File: config.mk
export PLATFORM = sky130hd
export DESIGN_NAME = graph_matrix_shortest_path_engine_unit_flat
export DESIGN_NICKNAME = d
export VERILOG_FILES = /design/src/gmsp_pkg.sv /design/src/gmsp_req_if.sv /design/src/gmsp_rsp_if.sv /design/src/graph_matrix_shortest_path_engine_unit.sv /design/src/flat_wrapper.sv
export VERILOG_INCLUDE_DIRS = /design/src /design/src/src
export SDC_FILE = /design/constraint.sdc
export NUM_CORES = 2
export LEC_CHECK = 0
export BUFFER_PORTS_ARGS = -buffer_cell sky130_fd_sc_hd__buf_2
export CAP_MARGIN = 25
export CORE_ASPECT_RATIO = 0.7
export CORE_MARGIN = 2
export CORE_UTILIZATION = 57
export CTS_CLUSTER_SIZE = 20
export DETAILED_ROUTE_END_ITERATION = 8
export PLACE_DENSITY = 0.76
export SYNTH_ARGS = -nofsm -noshare
export SYNTH_HDL_FRONTEND = slang
export SYNTH_SLANG_ARGS = --single-unit
File: constraint.sdc
create_clock -name clock -period 8.4 [get_ports clock]
set_input_delay 0.42 -clock clock [delete_from_list [all_inputs] [get_ports clock]]
set_output_delay 0.42 -clock clock [all_outputs]
set_load 0.01 [all_outputs]
File: src/graph_matrix_shortest_path_engine_unit_assert.svh
// ============================================================================
// Graph engine assertion macros
// Concurrent check wrappers that compile away in synthesis builds.
// ============================================================================
`ifndef GRAPH_MATRIX_SHORTEST_PATH_ENGINE_UNIT_ASSERT_SVH
`define GRAPH_MATRIX_SHORTEST_PATH_ENGINE_UNIT_ASSERT_SVH
`ifndef SYNTHESIS
// The condition holds at every clock edge outside reset.
`define GMSP_ASSERT_ALWAYS(name, clk, rst, cond) \
   name: assert property (@(posedge clk) disable iff (rst) (cond)) \
      else $error("graph engine check failed");
// The consequent holds in the same cycle as the antecedent.
`define GMSP_ASSERT_IMPL(name, clk, rst, ante, cons) \
   name: assert property (@(posedge clk) disable iff (rst) (ante) |-> (cons)) \
      else $error("graph engine check failed");
// The consequent holds in the cycle after the antecedent.
`define GMSP_ASSERT_NEXT(name, clk, rst, ante, cons) \
   name: assert property (@(posedge clk) disable iff (rst) (ante) |=> (cons)) \
      else $error("graph engine check failed");
`else
`define GMSP_ASSERT_ALWAYS(name, clk, rst, cond)
`define GMSP_ASSERT_IMPL(name, clk, rst, ante, cons)
`define GMSP_ASSERT_NEXT(name, clk, rst, ante, cons)
`endif
`endif

File: src/gmsp_pkg.sv
// ============================================================================
// Graph engine package
// Shared widths, operation codes, controller states and matrix addressing.
// ============================================================================
`default_nettype none

package gmsp_pkg;

   localparam int MAX_V    = 16;
   localparam int VID_W    = 4;
   localparam int VCNT_W   = 5;
   localparam int ADDR_W   = 2 * VID_W;
   localparam int LABEL_W  = 16;
   localparam int KIND_W   = 3;
   localparam int WEIGHT_W = 8;
   localparam int DIST_W   = 12;
   localparam int ECNT_W   = 9;
   localparam int DEG2_W   = 5;
   localparam logic [DIST_W-1:0] DIST_INF = 12'd4095;

   typedef enum logic [KIND_W-1:0] {
      KIND_ADD    = 3'd0,
      KIND_DEL    = 3'd1,
      KIND_DIST   = 3'd2,
      KIND_PATH   = 3'd3,
      KIND_DEGREE = 3'd4,
      KIND_CLEAR  = 3'd5
   } kind_type;

   typedef enum logic [3:0] {
      ST_IDLE,
      ST_LOOKUP,
      ST_EDGE_READ,
      ST_EDGE_UPDATE,
      ST_DIST_INIT,
      ST_DIST_SELECT,
      ST_DIST_RELAX,
      ST_DIST_READ,
      ST_BFS_PICK,
      ST_BFS_SCAN,
      ST_DEG_OUT,
      ST_DEG_IN,
      ST_FINISH
   } state_type;

   // Undirected graphs keep each edge at (smaller id, larger id).
   function automatic logic [ADDR_W-1:0] cell_addr(input logic [VID_W-1:0] x,
                                                   input logic [VID_W-1:0] y,
                                                   input logic directed);
      if (directed || (x < y)) return {x, y};
      else return {y, x};
   endfunction

endpackage

`default_nettype wire

File: src/gmsp_req_if.sv
// ============================================================================
// Graph engine request channel
// Valid/ready channel carrying one operation per transaction.
// ============================================================================
`default_nettype none

interface gmsp_req_if import gmsp_pkg::*; ();
   logic                valid;
   logic                ready;
   logic [KIND_W-1:0]   kind;
   logic [LABEL_W-1:0]  first_label;
   logic [LABEL_W-1:0]  second_label;
   logic [WEIGHT_W-1:0] edge_weight;

   modport source (output valid, kind, first_label, second_label, edge_weight,
                   input ready);
   modport sink   (input valid, kind, first_label, second_label, edge_weight,
                   output ready);
endinterface

`default_nettype wire

File: src/gmsp_rsp_if.sv
// ============================================================================
// Graph engine response channel
// Valid/ready channel carrying one result per transaction.
// ============================================================================
`default_nettype none

interface gmsp_rsp_if import gmsp_pkg::*; ();
   logic              valid;
   logic              ready;
   logic              ok;
   logic [DIST_W-1:0] result_value;
   logic [DEG2_W-1:0] second_value;
   logic [VCNT_W-1:0] vertex_count;
   logic [ECNT_W-1:0] edge_count;

   modport source (output valid, ok, result_value, second_value, vertex_count,
                   edge_count, input ready);
   modport sink   (input valid, ok, result_value, second_value, vertex_count,
                   edge_count, output ready);
endinterface

`default_nettype wire

File: src/graph_matrix_shortest_path_engine_unit.sv
// ============================================================================
// Graph matrix shortest path engine
// Labeled graph in an adjacency matrix memory with distance, path and degree.
// ============================================================================
// Usage: each request transaction on req_bus carries one operation (add edge,
// delete edge, shortest distance, path test, degree, clear) and produces
// exactly one response transaction on rsp_bus. The csr_wr_en/csr_wr_data port
// selects directed or undirected edges; the user must write it only while
// idle, and the block itself does not enforce this.
// Scans stream one row of the weight matrix through the single read port of
// the matrix memory, one column per cycle. Degree needs one or two rows, the
// path test one row per reached vertex, and the shortest distance one
// selection pass over the distance table plus one row relaxation per settled
// vertex.
// One operation is in flight at a time; the next request is taken as soon as
// the result sits in the response register, even if it is not yet taken.
// Reset (synchronous, active high) empties the graph at once through a valid
// bit per matrix entry; no clearing pass is needed. When the receiver stalls,
// the response register holds its transaction and the engine waits in its
// final state until the register frees up.
// ============================================================================
`default_nettype none

`include "graph_matrix_shortest_path_engine_unit_assert.svh"

module graph_matrix_shortest_path_engine_unit import gmsp_pkg::*; (
   input  wire        clock,
   input  wire        reset,
   gmsp_req_if.sink   req_bus,
   gmsp_rsp_if.source rsp_bus,
   input  wire        csr_wr_en,
   input  wire        csr_wr_data
);

   // Operation registers.
   state_type            state_ff, state_in;
   kind_type             kind_ff;
   logic [LABEL_W-1:0]   la_ff, lb_ff;
   logic [WEIGHT_W-1:0]  wt_ff;
   logic                 dir_ff;

   // Graph bookkeeping.
   logic [LABEL_W-1:0]   label_ff [MAX_V];
   logic [VCNT_W-1:0]    used_ff, used_in;
   logic [ECNT_W-1:0]    edges_ff, edges_in;
   logic [VID_W-1:0]     u_ff, u_in, v_ff, v_in;
   logic                 u_hit_ff, u_hit_in, v_hit_ff, v_hit_in;

   // Weight matrix memory with a valid bit per entry.
   logic [WEIGHT_W-1:0]  wmem [MAX_V*MAX_V];
   logic [MAX_V*MAX_V-1:0] vld_ff;
   logic [WEIGHT_W-1:0]  rd_data_ff;
   logic                 rd_vld_ff;
   logic [ADDR_W-1:0]    rd_addr, wr_addr;
   logic                 wr_en, vld_clear;
   logic [WEIGHT_W-1:0]  wr_data;

   // Row scanner.
   logic [VCNT_W-1:0]    scan_idx_ff, scan_idx_in;
   logic                 scan_pend_ff, scan_pend_in;
   logic [VID_W-1:0]     scan_col_ff, scan_col_in;
   logic [VID_W-1:0]     scan_base_ff, scan_base_in;
   logic                 scan_active, scan_issue, scan_done;
   logic [WEIGHT_W-1:0]  w_ret;

   // Dijkstra and breadth-first state.
   logic [DIST_W-1:0]    dist_ff [MAX_V];
   logic                 dist_we;
   logic [VID_W-1:0]     dist_waddr, dist_raddr;
   logic [DIST_W-1:0]    dist_wdata, dist_rd;
   logic [MAX_V-1:0]     settled_ff, settled_in;
   logic [MAX_V-1:0]     visited_ff, visited_in;
   logic [MAX_V-1:0]     pend_ff, pend_in;
   logic                 any_ff, any_in;
   logic [DIST_W-1:0]    best_ff, best_in;
   logic [VID_W-1:0]     pick_ff, pick_in;
   logic [DIST_W:0]      relax_sum;
   logic [DIST_W-1:0]    relax_sat;

   // Label lookup and pending vertex search.
   logic                 a_hit, b_hit, p_any;
   logic [VID_W-1:0]     a_id, b_id, p_id;

   // Label table writes on vertex creation.
   logic                 lbl_we0, lbl_we1;
   logic [VID_W-1:0]     lbl_wa0, lbl_wa1;

   // Result and response registers.
   logic                 res_ok_ff, res_ok_in;
   logic [DIST_W-1:0]    res_r1_ff, res_r1_in;
   logic [DEG2_W-1:0]    res_r2_ff, res_r2_in;
   logic                 rsp_valid_ff, rsp_ok_ff;
   logic [DIST_W-1:0]    rsp_r1_ff;
   logic [DEG2_W-1:0]    rsp_r2_ff;
   logic [VCNT_W-1:0]    rsp_vc_ff;
   logic [ECNT_W-1:0]    rsp_ec_ff;
   logic                 req_take, out_free;

   // Add-edge helpers.
   logic                 present, la_eq_lb;
   logic [VCNT_W-1:0]    room;
   logic [1:0]           need;
   logic [VID_W-1:0]     nu, nv;

   assign req_take = req_bus.valid && req_bus.ready;
   assign out_free = !rsp_valid_ff || rsp_bus.ready;

   assign req_bus.ready        = (state_ff == ST_IDLE);
   assign rsp_bus.valid        = rsp_valid_ff;
   assign rsp_bus.ok           = rsp_ok_ff;
   assign rsp_bus.result_value = rsp_r1_ff;
   assign rsp_bus.second_value = rsp_r2_ff;
   assign rsp_bus.vertex_count = rsp_vc_ff;
   assign rsp_bus.edge_count   = rsp_ec_ff;

   // Parallel label compare; the lowest matching slot wins.
   always_comb begin
      a_hit = 1'b0;
      b_hit = 1'b0;
      a_id  = '0;
      b_id  = '0;
      for (int i = MAX_V - 1; i >= 0; i--) begin
         if ((VCNT_W'(i) < used_ff) && (label_ff[i] == la_ff)) begin
            a_hit = 1'b1;
            a_id  = VID_W'(i);
         end
         if ((VCNT_W'(i) < used_ff) && (label_ff[i] == lb_ff)) begin
            b_hit = 1'b1;
            b_id  = VID_W'(i);
         end
      end
   end

   // Lowest pending vertex for the breadth-first search.
   always_comb begin
      p_any = 1'b0;
      p_id  = '0;
      for (int i = MAX_V - 1; i >= 0; i--) begin
         if (pend_ff[i]) begin
            p_any = 1'b1;
            p_id  = VID_W'(i);
         end
      end
   end

   // The scanner issues one column per cycle; its data returns in the following cycle.
   assign scan_active = (state_ff == ST_DIST_INIT) || (state_ff == ST_DIST_RELAX) ||
                        (state_ff == ST_BFS_SCAN) || (state_ff == ST_DEG_OUT) ||
                        (state_ff == ST_DEG_IN);
   assign scan_issue  = scan_active && (scan_idx_ff < used_ff);
   assign scan_done   = (scan_idx_ff >= used_ff) && !scan_pend_ff;
   assign w_ret       = rd_vld_ff ? rd_data_ff : '0;

   always_comb begin
      if (state_ff == ST_DEG_IN) begin
         rd_addr = cell_addr(scan_idx_ff[VID_W-1:0], scan_base_ff, dir_ff);
      end else if (state_ff == ST_EDGE_READ) begin
         rd_addr = cell_addr(u_ff, v_ff, dir_ff);
      end else begin
         rd_addr = cell_addr(scan_base_ff, scan_idx_ff[VID_W-1:0], dir_ff);
      end
   end

   // Distance table has one read port shared by selection, relaxation and
   // the final readout.
   always_comb begin
      if (state_ff == ST_DIST_RELAX) begin
         dist_raddr = scan_col_ff;
      end else if (state_ff == ST_DIST_READ) begin
         dist_raddr = v_ff;
      end else begin
         dist_raddr = scan_idx_ff[VID_W-1:0];
      end
   end
   assign dist_rd = dist_ff[dist_raddr];

   // Relaxation adds the settled vertex distance and saturates at infinity.
   assign relax_sum = {{(DIST_W + 1 - WEIGHT_W){1'b0}}, w_ret} + {1'b0, best_ff};
   assign relax_sat = (relax_sum > {1'b0, DIST_INF}) ? DIST_INF : relax_sum[DIST_W-1:0];

   // Vertex creation for add edge. Two missing endpoints always need two free slots, even with equal labels.
   assign present  = u_hit_ff && v_hit_ff && (w_ret != '0);
   assign la_eq_lb = (la_ff == lb_ff);
   assign room     = VCNT_W'(MAX_V) - used_ff;
   assign need     = (!u_hit_ff && !v_hit_ff) ? 2'd2 :
                     ((!u_hit_ff || !v_hit_ff) ? 2'd1 : 2'd0);
   assign nu       = u_hit_ff ? u_ff : used_ff[VID_W-1:0];
   always_comb begin
      if (v_hit_ff) begin
         nv = v_ff;
      end else if (u_hit_ff || la_eq_lb) begin
         nv = used_ff[VID_W-1:0];
      end else begin
         nv = used_ff[VID_W-1:0] + VID_W'(1);
      end
   end

   // Next state.
   always_comb begin
      state_in = state_ff;
      unique case (state_ff)
         ST_IDLE: begin
            if (req_take) state_in = ST_LOOKUP;
         end
         ST_LOOKUP: begin
            unique case (kind_ff)
               KIND_ADD: begin
                  if (wt_ff == '0) state_in = ST_FINISH;
                  else if (a_hit && b_hit) state_in = ST_EDGE_READ;
                  else state_in = ST_EDGE_UPDATE;
               end
               KIND_DEL:    state_in = (a_hit && b_hit) ? ST_EDGE_READ : ST_FINISH;
               KIND_DIST:   state_in = (a_hit && b_hit) ? ST_DIST_INIT : ST_FINISH;
               KIND_PATH:   state_in = (a_hit && b_hit) ? ST_BFS_PICK : ST_FINISH;
               KIND_DEGREE: state_in = a_hit ? ST_DEG_OUT : ST_FINISH;
               default:     state_in = ST_FINISH;
            endcase
         end
         ST_EDGE_READ:   state_in = ST_EDGE_UPDATE;
         ST_EDGE_UPDATE: state_in = ST_FINISH;
         ST_DIST_INIT: begin
            if (scan_done) state_in = ST_DIST_SELECT;
         end
         ST_DIST_SELECT: begin
            if (scan_idx_ff >= used_ff) state_in = any_ff ? ST_DIST_RELAX : ST_DIST_READ;
         end
         ST_DIST_RELAX: begin
            if (scan_done) state_in = ST_DIST_SELECT;
         end
         ST_DIST_READ: state_in = ST_FINISH;
         ST_BFS_PICK:  state_in = p_any ? ST_BFS_SCAN : ST_FINISH;
         ST_BFS_SCAN: begin
            if (scan_done) state_in = ST_BFS_PICK;
         end
         ST_DEG_OUT: begin
            if (scan_done) state_in = dir_ff ? ST_DEG_IN : ST_FINISH;
         end
         ST_DEG_IN: begin
            if (scan_done) state_in = ST_FINISH;
         end
         ST_FINISH: begin
            if (out_free) state_in = ST_IDLE;
         end
         default: state_in = ST_IDLE;
      endcase
   end

   // Datapath and memory controls.
   always_comb begin
      used_in      = used_ff;
      edges_in     = edges_ff;
      u_in         = u_ff;
      v_in         = v_ff;
      u_hit_in     = u_hit_ff;
      v_hit_in     = v_hit_ff;
      scan_idx_in  = scan_idx_ff;
      scan_pend_in = 1'b0;
      scan_col_in  = scan_col_ff;
      scan_base_in = scan_base_ff;
      settled_in   = settled_ff;
      visited_in   = visited_ff;
      pend_in      = pend_ff;
      any_in       = any_ff;
      best_in      = best_ff;
      pick_in      = pick_ff;
      res_ok_in    = res_ok_ff;
      res_r1_in    = res_r1_ff;
      res_r2_in    = res_r2_ff;
      wr_en        = 1'b0;
      wr_addr      = cell_addr(nu, nv, dir_ff);
      wr_data      = wt_ff;
      vld_clear    = 1'b0;
      dist_we      = 1'b0;
      dist_waddr   = scan_col_ff;
      dist_wdata   = DIST_INF;
      lbl_we0      = 1'b0;
      lbl_we1      = 1'b0;
      lbl_wa0      = used_ff[VID_W-1:0];
      lbl_wa1      = nv;

      if (scan_issue) begin
         scan_idx_in  = scan_idx_ff + VCNT_W'(1);
         scan_pend_in = 1'b1;
         scan_col_in  = scan_idx_ff[VID_W-1:0];
      end

      unique case (state_ff)
         ST_IDLE: begin
            if (req_take) begin
               res_ok_in = 1'b0;
               res_r1_in = '0;
               res_r2_in = '0;
            end
         end
         ST_LOOKUP: begin
            u_in         = a_id;
            v_in         = b_id;
            u_hit_in     = a_hit;
            v_hit_in     = b_hit;
            scan_base_in = a_id;
            scan_idx_in  = '0;
            unique case (kind_ff)
               KIND_DIST:   settled_in = '0;
               KIND_PATH: begin
                  visited_in       = '0;
                  pend_in          = '0;
                  pend_in[a_id]    = 1'b1;
               end
               KIND_DEGREE: res_ok_in = a_hit;
               KIND_CLEAR: begin
                  vld_clear = 1'b1;
                  used_in   = '0;
                  edges_in  = '0;
                  res_ok_in = 1'b1;
               end
               default: ;
            endcase
         end
         ST_EDGE_READ: ;
         ST_EDGE_UPDATE: begin
            if (kind_ff == KIND_ADD) begin
               if (!present && ({3'b000, need} <= room)) begin
                  wr_en     = 1'b1;
                  edges_in  = edges_ff + ECNT_W'(1);
                  res_ok_in = 1'b1;
                  lbl_we0   = !u_hit_ff;
                  lbl_we1   = !v_hit_ff && !(la_eq_lb && !u_hit_ff);
                  used_in   = used_ff + VCNT_W'(need);
                  if (!u_hit_ff && !v_hit_ff && la_eq_lb) used_in = used_ff + VCNT_W'(1);
               end
            end else if (w_ret != '0) begin
               wr_en     = 1'b1;
               wr_addr   = cell_addr(u_ff, v_ff, dir_ff);
               wr_data   = '0;
               edges_in  = edges_ff - ECNT_W'(1);
               res_ok_in = 1'b1;
               res_r1_in = {{(DIST_W - WEIGHT_W){1'b0}}, w_ret};
            end
         end
         ST_DIST_INIT: begin
            if (scan_pend_ff) begin
               dist_we    = 1'b1;
               dist_wdata = (w_ret != '0) ? {{(DIST_W - WEIGHT_W){1'b0}}, w_ret} : DIST_INF;
            end
            if (scan_done) begin
               dist_we          = 1'b1;
               dist_waddr       = u_ff;
               dist_wdata       = '0;
               settled_in[u_ff] = 1'b1;
               scan_idx_in      = '0;
               any_in           = 1'b0;
               best_in          = DIST_INF;
               pick_in          = '0;
            end
         end
         ST_DIST_SELECT: begin
            if (scan_idx_ff < used_ff) begin
               scan_idx_in = scan_idx_ff + VCNT_W'(1);
               if (!settled_ff[scan_idx_ff[VID_W-1:0]]) begin
                  any_in = 1'b1;
                  // Ties go to the highest id, so a later equal entry wins.
                  if (best_ff >= dist_rd) begin
                     pick_in = scan_idx_ff[VID_W-1:0];
                     best_in = dist_rd;
                  end
               end
            end else if (any_ff) begin
               settled_in[pick_ff] = 1'b1;
               scan_base_in        = pick_ff;
               scan_idx_in         = '0;
            end
         end
         ST_DIST_RELAX: begin
            if (scan_pend_ff && (w_ret != '0) && !settled_ff[scan_col_ff] &&
                (relax_sat < dist_rd)) begin
               dist_we    = 1'b1;
               dist_wdata = relax_sat;
            end
            if (scan_done) begin
               scan_idx_in = '0;
               any_in      = 1'b0;
               best_in     = DIST_INF;
               pick_in     = '0;
            end
         end
         ST_DIST_READ: begin
            res_r1_in = dist_rd;
            res_ok_in = 1'b1;
         end
         ST_BFS_PICK: begin
            if (p_any) begin
               pend_in[p_id] = 1'b0;
               scan_base_in  = p_id;
               scan_idx_in   = '0;
            end else begin
               res_ok_in = visited_ff[v_ff];
            end
         end
         ST_BFS_SCAN: begin
            if (scan_pend_ff && (w_ret != '0) && !visited_ff[scan_col_ff]) begin
               visited_in[scan_col_ff] = 1'b1;
               pend_in[scan_col_ff]    = 1'b1;
            end
         end
         ST_DEG_OUT: begin
            if (scan_pend_ff && (w_ret != '0)) res_r1_in = res_r1_ff + DIST_W'(1);
            if (scan_done) scan_idx_in = '0;
         end
         ST_DEG_IN: begin
            if (scan_pend_ff && (w_ret != '0)) res_r2_in = res_r2_ff + DEG2_W'(1);
         end
         ST_FINISH: ;
         default: ;
      endcase
   end

   // Control registers.
   always_ff @(posedge clock) begin
      if (reset) begin
         state_ff     <= ST_IDLE;
         dir_ff       <= 1'b0;
         used_ff      <= '0;
         edges_ff     <= '0;
         scan_pend_ff <= 1'b0;
         rsp_valid_ff <= 1'b0;
      end else begin
         state_ff     <= state_in;
         used_ff      <= used_in;
         edges_ff     <= edges_in;
         scan_pend_ff <= scan_pend_in;
         if (csr_wr_en) dir_ff <= csr_wr_data;
         if (state_ff == ST_FINISH && out_free) begin
            rsp_valid_ff <= 1'b1;
         end else if (rsp_bus.ready) begin
            rsp_valid_ff <= 1'b0;
         end
      end
   end

   // Payload registers.
   always_ff @(posedge clock) begin
      if (req_take) begin
         kind_ff <= kind_type'(req_bus.kind);
         la_ff   <= req_bus.first_label;
         lb_ff   <= req_bus.second_label;
         wt_ff   <= req_bus.edge_weight;
      end
      u_ff         <= u_in;
      v_ff         <= v_in;
      u_hit_ff     <= u_hit_in;
      v_hit_ff     <= v_hit_in;
      scan_idx_ff  <= scan_idx_in;
      scan_col_ff  <= scan_col_in;
      scan_base_ff <= scan_base_in;
      settled_ff   <= settled_in;
      visited_ff   <= visited_in;
      pend_ff      <= pend_in;
      any_ff       <= any_in;
      best_ff      <= best_in;
      pick_ff      <= pick_in;
      res_ok_ff    <= res_ok_in;
      res_r1_ff    <= res_r1_in;
      res_r2_ff    <= res_r2_in;
      if (dist_we) dist_ff[dist_waddr] <= dist_wdata;
      if (lbl_we0) label_ff[lbl_wa0] <= la_ff;
      if (lbl_we1) label_ff[lbl_wa1] <= lb_ff;
      if (state_ff == ST_FINISH && out_free) begin
         rsp_ok_ff <= res_ok_ff;
         rsp_r1_ff <= res_r1_ff;
         rsp_r2_ff <= res_r2_ff;
         rsp_vc_ff <= used_ff;
         rsp_ec_ff <= edges_ff;
      end
   end

   // Weight matrix memory: one write and one registered read per cycle.
   always_ff @(posedge clock) begin
      if (wr_en) wmem[wr_addr] <= wr_data;
      rd_data_ff <= wmem[rd_addr];
   end

   // Entry valid bits; an entry that was never written reads as no edge.
   always_ff @(posedge clock) begin
      if (reset || vld_clear) begin
         vld_ff <= '0;
      end else if (wr_en) begin
         vld_ff[wr_addr] <= 1'b1;
      end
      rd_vld_ff <= vld_ff[rd_addr];
   end

   `GMSP_ASSERT_ALWAYS(a_used_bound, clock, reset, used_ff <= VCNT_W'(MAX_V))
   `GMSP_ASSERT_IMPL(a_relax_settled, clock, reset, state_ff == ST_DIST_RELAX, settled_ff[scan_base_ff])
   `GMSP_ASSERT_NEXT(a_scan_return, clock, reset, scan_issue, scan_pend_ff)
   `GMSP_ASSERT_NEXT(a_finish_load, clock, reset, state_ff == ST_FINISH && out_free, rsp_valid_ff && state_ff == ST_IDLE)

endmodule

`default_nettype wire
File: src/flat_wrapper.sv
// flat-port wrapper written by rule: the top's interface ports become plain ports
module graph_matrix_shortest_path_engine_unit_flat import gmsp_pkg::*;
  (clock, reset, csr_wr_en, csr_wr_data, req_bus_valid, req_bus_kind, req_bus_first_label, req_bus_second_label, req_bus_edge_weight, req_bus_ready, rsp_bus_valid, rsp_bus_ok, rsp_bus_result_value, rsp_bus_second_value, rsp_bus_vertex_count, rsp_bus_edge_count, rsp_bus_ready);
  gmsp_req_if req_bus_i ();
  gmsp_rsp_if rsp_bus_i ();
  input  wire clock;
  input  wire reset;
  input  wire csr_wr_en;
  input  wire csr_wr_data;
  input wire logic [$bits(req_bus_i.valid)-1:0] req_bus_valid;
  input wire logic [$bits(req_bus_i.kind)-1:0] req_bus_kind;
  input wire logic [$bits(req_bus_i.first_label)-1:0] req_bus_first_label;
  input wire logic [$bits(req_bus_i.second_label)-1:0] req_bus_second_label;
  input wire logic [$bits(req_bus_i.edge_weight)-1:0] req_bus_edge_weight;
  output wire logic [$bits(req_bus_i.ready)-1:0] req_bus_ready;
  output wire logic [$bits(rsp_bus_i.valid)-1:0] rsp_bus_valid;
  output wire logic [$bits(rsp_bus_i.ok)-1:0] rsp_bus_ok;
  output wire logic [$bits(rsp_bus_i.result_value)-1:0] rsp_bus_result_value;
  output wire logic [$bits(rsp_bus_i.second_value)-1:0] rsp_bus_second_value;
  output wire logic [$bits(rsp_bus_i.vertex_count)-1:0] rsp_bus_vertex_count;
  output wire logic [$bits(rsp_bus_i.edge_count)-1:0] rsp_bus_edge_count;
  input wire logic [$bits(rsp_bus_i.ready)-1:0] rsp_bus_ready;
  assign req_bus_i.valid = req_bus_valid;
  assign req_bus_i.kind = req_bus_kind;
  assign req_bus_i.first_label = req_bus_first_label;
  assign req_bus_i.second_label = req_bus_second_label;
  assign req_bus_i.edge_weight = req_bus_edge_weight;
  assign req_bus_ready = req_bus_i.ready;
  assign rsp_bus_valid = rsp_bus_i.valid;
  assign rsp_bus_ok = rsp_bus_i.ok;
  assign rsp_bus_result_value = rsp_bus_i.result_value;
  assign rsp_bus_second_value = rsp_bus_i.second_value;
  assign rsp_bus_vertex_count = rsp_bus_i.vertex_count;
  assign rsp_bus_edge_count = rsp_bus_i.edge_count;
  assign rsp_bus_i.ready = rsp_bus_ready;
  graph_matrix_shortest_path_engine_unit u_core (.clock(clock), .reset(reset), .req_bus(req_bus_i), .rsp_bus(rsp_bus_i), .csr_wr_en(csr_wr_en), .csr_wr_data(csr_wr_data));
endmodule
==> results_dict.tcl <==
set metrics [dict create \
    outcome "complete, no violations" \
    cts_sinks 2963 \
    skew_ns 0.07332 \
    routed_wl_um 426100 \
    dp_cells 12450 \
    holdWs_ns 0.1206 \
    drt_iter0_markers 16290 \
    dpl.hpwl_um 268100 \
    yosysSeqAreaShare_pct 65.96 \
    die_x_um 575.9 \
    syn_inst 9746 \
    yosys.area_share.simple_pct 10.80 \
    endpoint_kind "flop" \
    num_vias 91050 \
    yosys_warnings 0 \
    synth_compound_area_share_pct 8.757 \
    hold_violations 0 \
    synth_edf_count 2672 \
    slew_headroom_pct 9.822 \
    root_buffer "clkbuf_16" \
    syn_area_um2 130500 \
    synth.net_count 9862 \
    synth_mux_area_share_pct 7.244 \
    power_frac_comb_pct 44.6 \
    floorplan.rows 146 \
    cp_max_fo 53 \
    synth-xor-area-share_pct 3.793 \
    syn_avg_cell_area_um2 13.39 \
    p_leak_nw 48.20 \
    antenna_left 0 \
    most-common-layout-cells "2672 x edfxtp_1, 1305 x nand2_1, 494 x nor2_1, 453 x nand3_1, 368 x xor2_1" \
    synth_ff_type "edfxtp_1" \
    worstSkewPairLatency_ns 0.86 \
    reg2reg_from "u_core.scan_idx_ff[1]" \
    synth_top_family_by_area "simple AND/OR/NAND/NOR gates" \
    cts_resized 0 \
    clk_pin_slew_ns 0.07 \
    fill_cells 16060 \
    intPower_w 0.03095 \
    power_density_nw_per_um2 380.5 \
    gp_congestion 0.9926 \
    detail_route.first_pass.iterations 8 \
    ys_ff_latch 2963 \
    vdd_drop_max_mv 0.7596 \
    finalSetupViolCount 0 \
    synthToLayoutAreaGrowth_pct 10.43 \
    worstHoldStart "rsp_bus_ready" \
    coreArea_um2 226900 \
    min_period_ns 6.945 \
    hold_buffers 45 \
    cp_data_arrival_time_ns 7.62 \
    path_class "reg -> reg" \
    fp.dieH_um 404.3 \
    synthAdderAreaFrac_pct 0.6674 \
    drive_above_1_share_pct 13.03 \
    seqCellArea_um2 86060 \
    swShare_pct 43.55 \
    final_common_cell "edfxtp_1" \
    grt_pass1_wl_um 606500 \
    finalCritPeriodShare_pct 82.68 \
    synth_cell_type_count 102 \
    vias_per_cell 6.977 \
    fmax_mhz 144.0 \
    seq_power_share_pct 32.4 \
    maxCapViolCount 0 \
    grt_usage_pct 35.89 \
    multi_input_area_um2 41190 \
    fin_cells 13050 \
    grt_max_degree 166 \
    required_ns 9.07 \
    max_slew.worst_pin.slew_ns 1.348 \
    gr-total-overflow 0 \
    power_frac_clock_pct 23.0 \
    hold_class "in -> reg" \
    final_nets 9882 \
    crit_start "u_core.scan_idx_ff[1]" \
    async_flop_share_pct 0 \
    tritoncts "built" \
    drv_slew 0 \
    initial_core_util_pct 57.51 \
    post_cts_buffers 0 \
    portBuffers 82 \
    max-clock-path-buffers 4 \
    cts_buffers 275 \
    grt_setup_unrepaired "no" \
    wl_per_cell_um 32.66 \
    route.detailed.drc 0 \
    start_kind "flop" \
    cts_max_level 5 \
    p_sw_w 0.02388 \
    setup_tns_ns 0 \
    grt_pass1_vias 85480 \
    ioPinCount 83 \
    antenna_found_initial 27 \
    die_area_um2 232800 \
]
[layer usage]
metal  GRT usage (%)  wire length [um]  vias to the layer above
li1                -                 -                    37130
met1           49.85            156200                    44830
met2           48.59            173000                     7841
met3           14.08             70660                     1229
met4           18.92             26150                        8
met5               0                64                        -
[through the flow]
stage	cell area (um^2)	power (W)	util, %	setup WS [ns]
after floorplan	130500	0.03175	-	-0.7528
after global placement	134100	0.04032	59.09	1.466
after detailed placement	134300	0.04078	59.19	1.574
after CTS	143600	0.05316	63.28	1.550
after global routing	144000	0.05567	63.48	1.104
final	144100	0.05483	63.51	1.455
[cells by family (layout without fill, tap and decap cells)]
family	Yosys count	count (layout)
other	0	30
AND/OR/NAND/NOR	3049	3049
multiplexers	727	727
adder cells (fa/ha/maj)	68	68
XOR/XNOR	565	565
buffers and inverters	771	1010
AO/OA/AOI/OAI	1603	1603
flip-flops	2963	2963
[state kept, by name, indices dropped and copies added (netlist names), 8 cells and up]
name,cells
u_core.best_ff,12
u_core.pend_ff,16
u_core.rsp_bus.result_value,12
u_core.la_ff,16
u_core.visited_ff,16
u_core.settled_ff,16
u_core.wt_ff,8
u_core.label_ff,256
u_core.dist_ff,192
u_core.lb_ff,16
u_core.rsp_bus.edge_count,9
u_core.edges_ff,9
u_core.rd_data_ff,8
u_core.vld_ff,256
u_core.res_r1_ff,12
u_core.wmem,2048
[synthesized netlist by cell type, types with 15 or more instances]
library cell | number | area share (%)
nor4b_1 | 29 | 0.19
nand4_1 | 107 | 0.51
mux2i_1 | 292 | 2.2
nor2_1 | 503 | 1.4
xor2_1 | 368 | 2.5
buf_1 | 58 | 0.17
mux2_2 | 288 | 2.5
clkbuf_1 | 345 | 0.99
a21oi_1 | 190 | 0.73
buf_2 | 207 | 0.79
a221oi_1 | 33 | 0.22
nand3_1 | 454 | 1.7
xnor2_1 | 197 | 1.3
ha_1 | 64 | 0.61
buf_4 | 45 | 0.26
o221ai_1 | 21 | 0.14
mux4_2 | 143 | 2.5
and3_1 | 210 | 1.0
a311oi_1 | 71 | 0.48
dfxtp_1 | 291 | 4.5
o21ai_0 | 132 | 0.51
inv_1 | 76 | 0.22
o2111ai_1 | 26 | 0.17
nand2b_1 | 23 | 0.11
a31oi_1 | 182 | 0.87
a32oi_1 | 29 | 0.19
a21o_1 | 29 | 0.17
o211ai_1 | 33 | 0.19
o21a_1 | 265 | 1.5
o22ai_1 | 48 | 0.23
buf_6 | 32 | 0.28
nor3_1 | 103 | 0.40
a22oi_1 | 53 | 0.30
nor2b_1 | 39 | 0.19
edfxtp_1 | 2672 | 61
a2111oi_0 | 33 | 0.22
and2_1 | 35 | 0.17
nand2_1 | 1309 | 3.8
o21bai_1 | 15 | 0.086
nor4_1 | 151 | 0.72
a211oi_1 | 319 | 1.8
[worst paths after layout]
kind | endpoint | slack, ns | depth (start not counted)
hold reg to reg | u_core.vld_ff[58] | 0.46 | 1
hold / removal | u_core.rsp_bus.valid | 0.12 | 5
setup / recovery | u_core.rd_data_ff[1] | 1.46 | 15
setup reg to reg | u_core.rd_data_ff[1] | 1.46 | 15
[power by group through the flow]
stage / Combinational, W / Clock (W) / Sequential [W]
after detailed placement: 0.0227 / 0 / 0.0181
after global routing: 0.0248 / 0.0131 / 0.0178
final: 0.0245 / 0.0126 / 0.0178
after global placement: 0.0223 / 0 / 0.0180
after floorplan: 0.0137 / 0 / 0.0181
after CTS: 0.0229 / 0.0125 / 0.0177
[critical path, cell delays in order, from the launching register on]
cell	delay, ns
dfxtp_1	0.82
ha_1	0.37
and4b_4	0.23
a211oi_1	0.45
nor2_1	0.22
mux2_2	0.29
buf_4	0.46
or3_4	0.63
buf_12	0.34
buf_4	0.49
nand2_1	0.11
nand3_1	0.14
a31oi_1	0.16
o21ai_0	0.85
nand4_1	0.29
nor4_1	0.84
[final cells by class]
cell class,count,area share (%)
inverter,79,0.2058
sequential,2963,59.73
antenna,30,0.05210
tap,3034,2.635
multi-input combinational,6012,28.59
timing repair buffer,435,2.668
clock inverter,111,0.8336
clock buffer,385,5.291
Power figures use the tool's default switching activity.
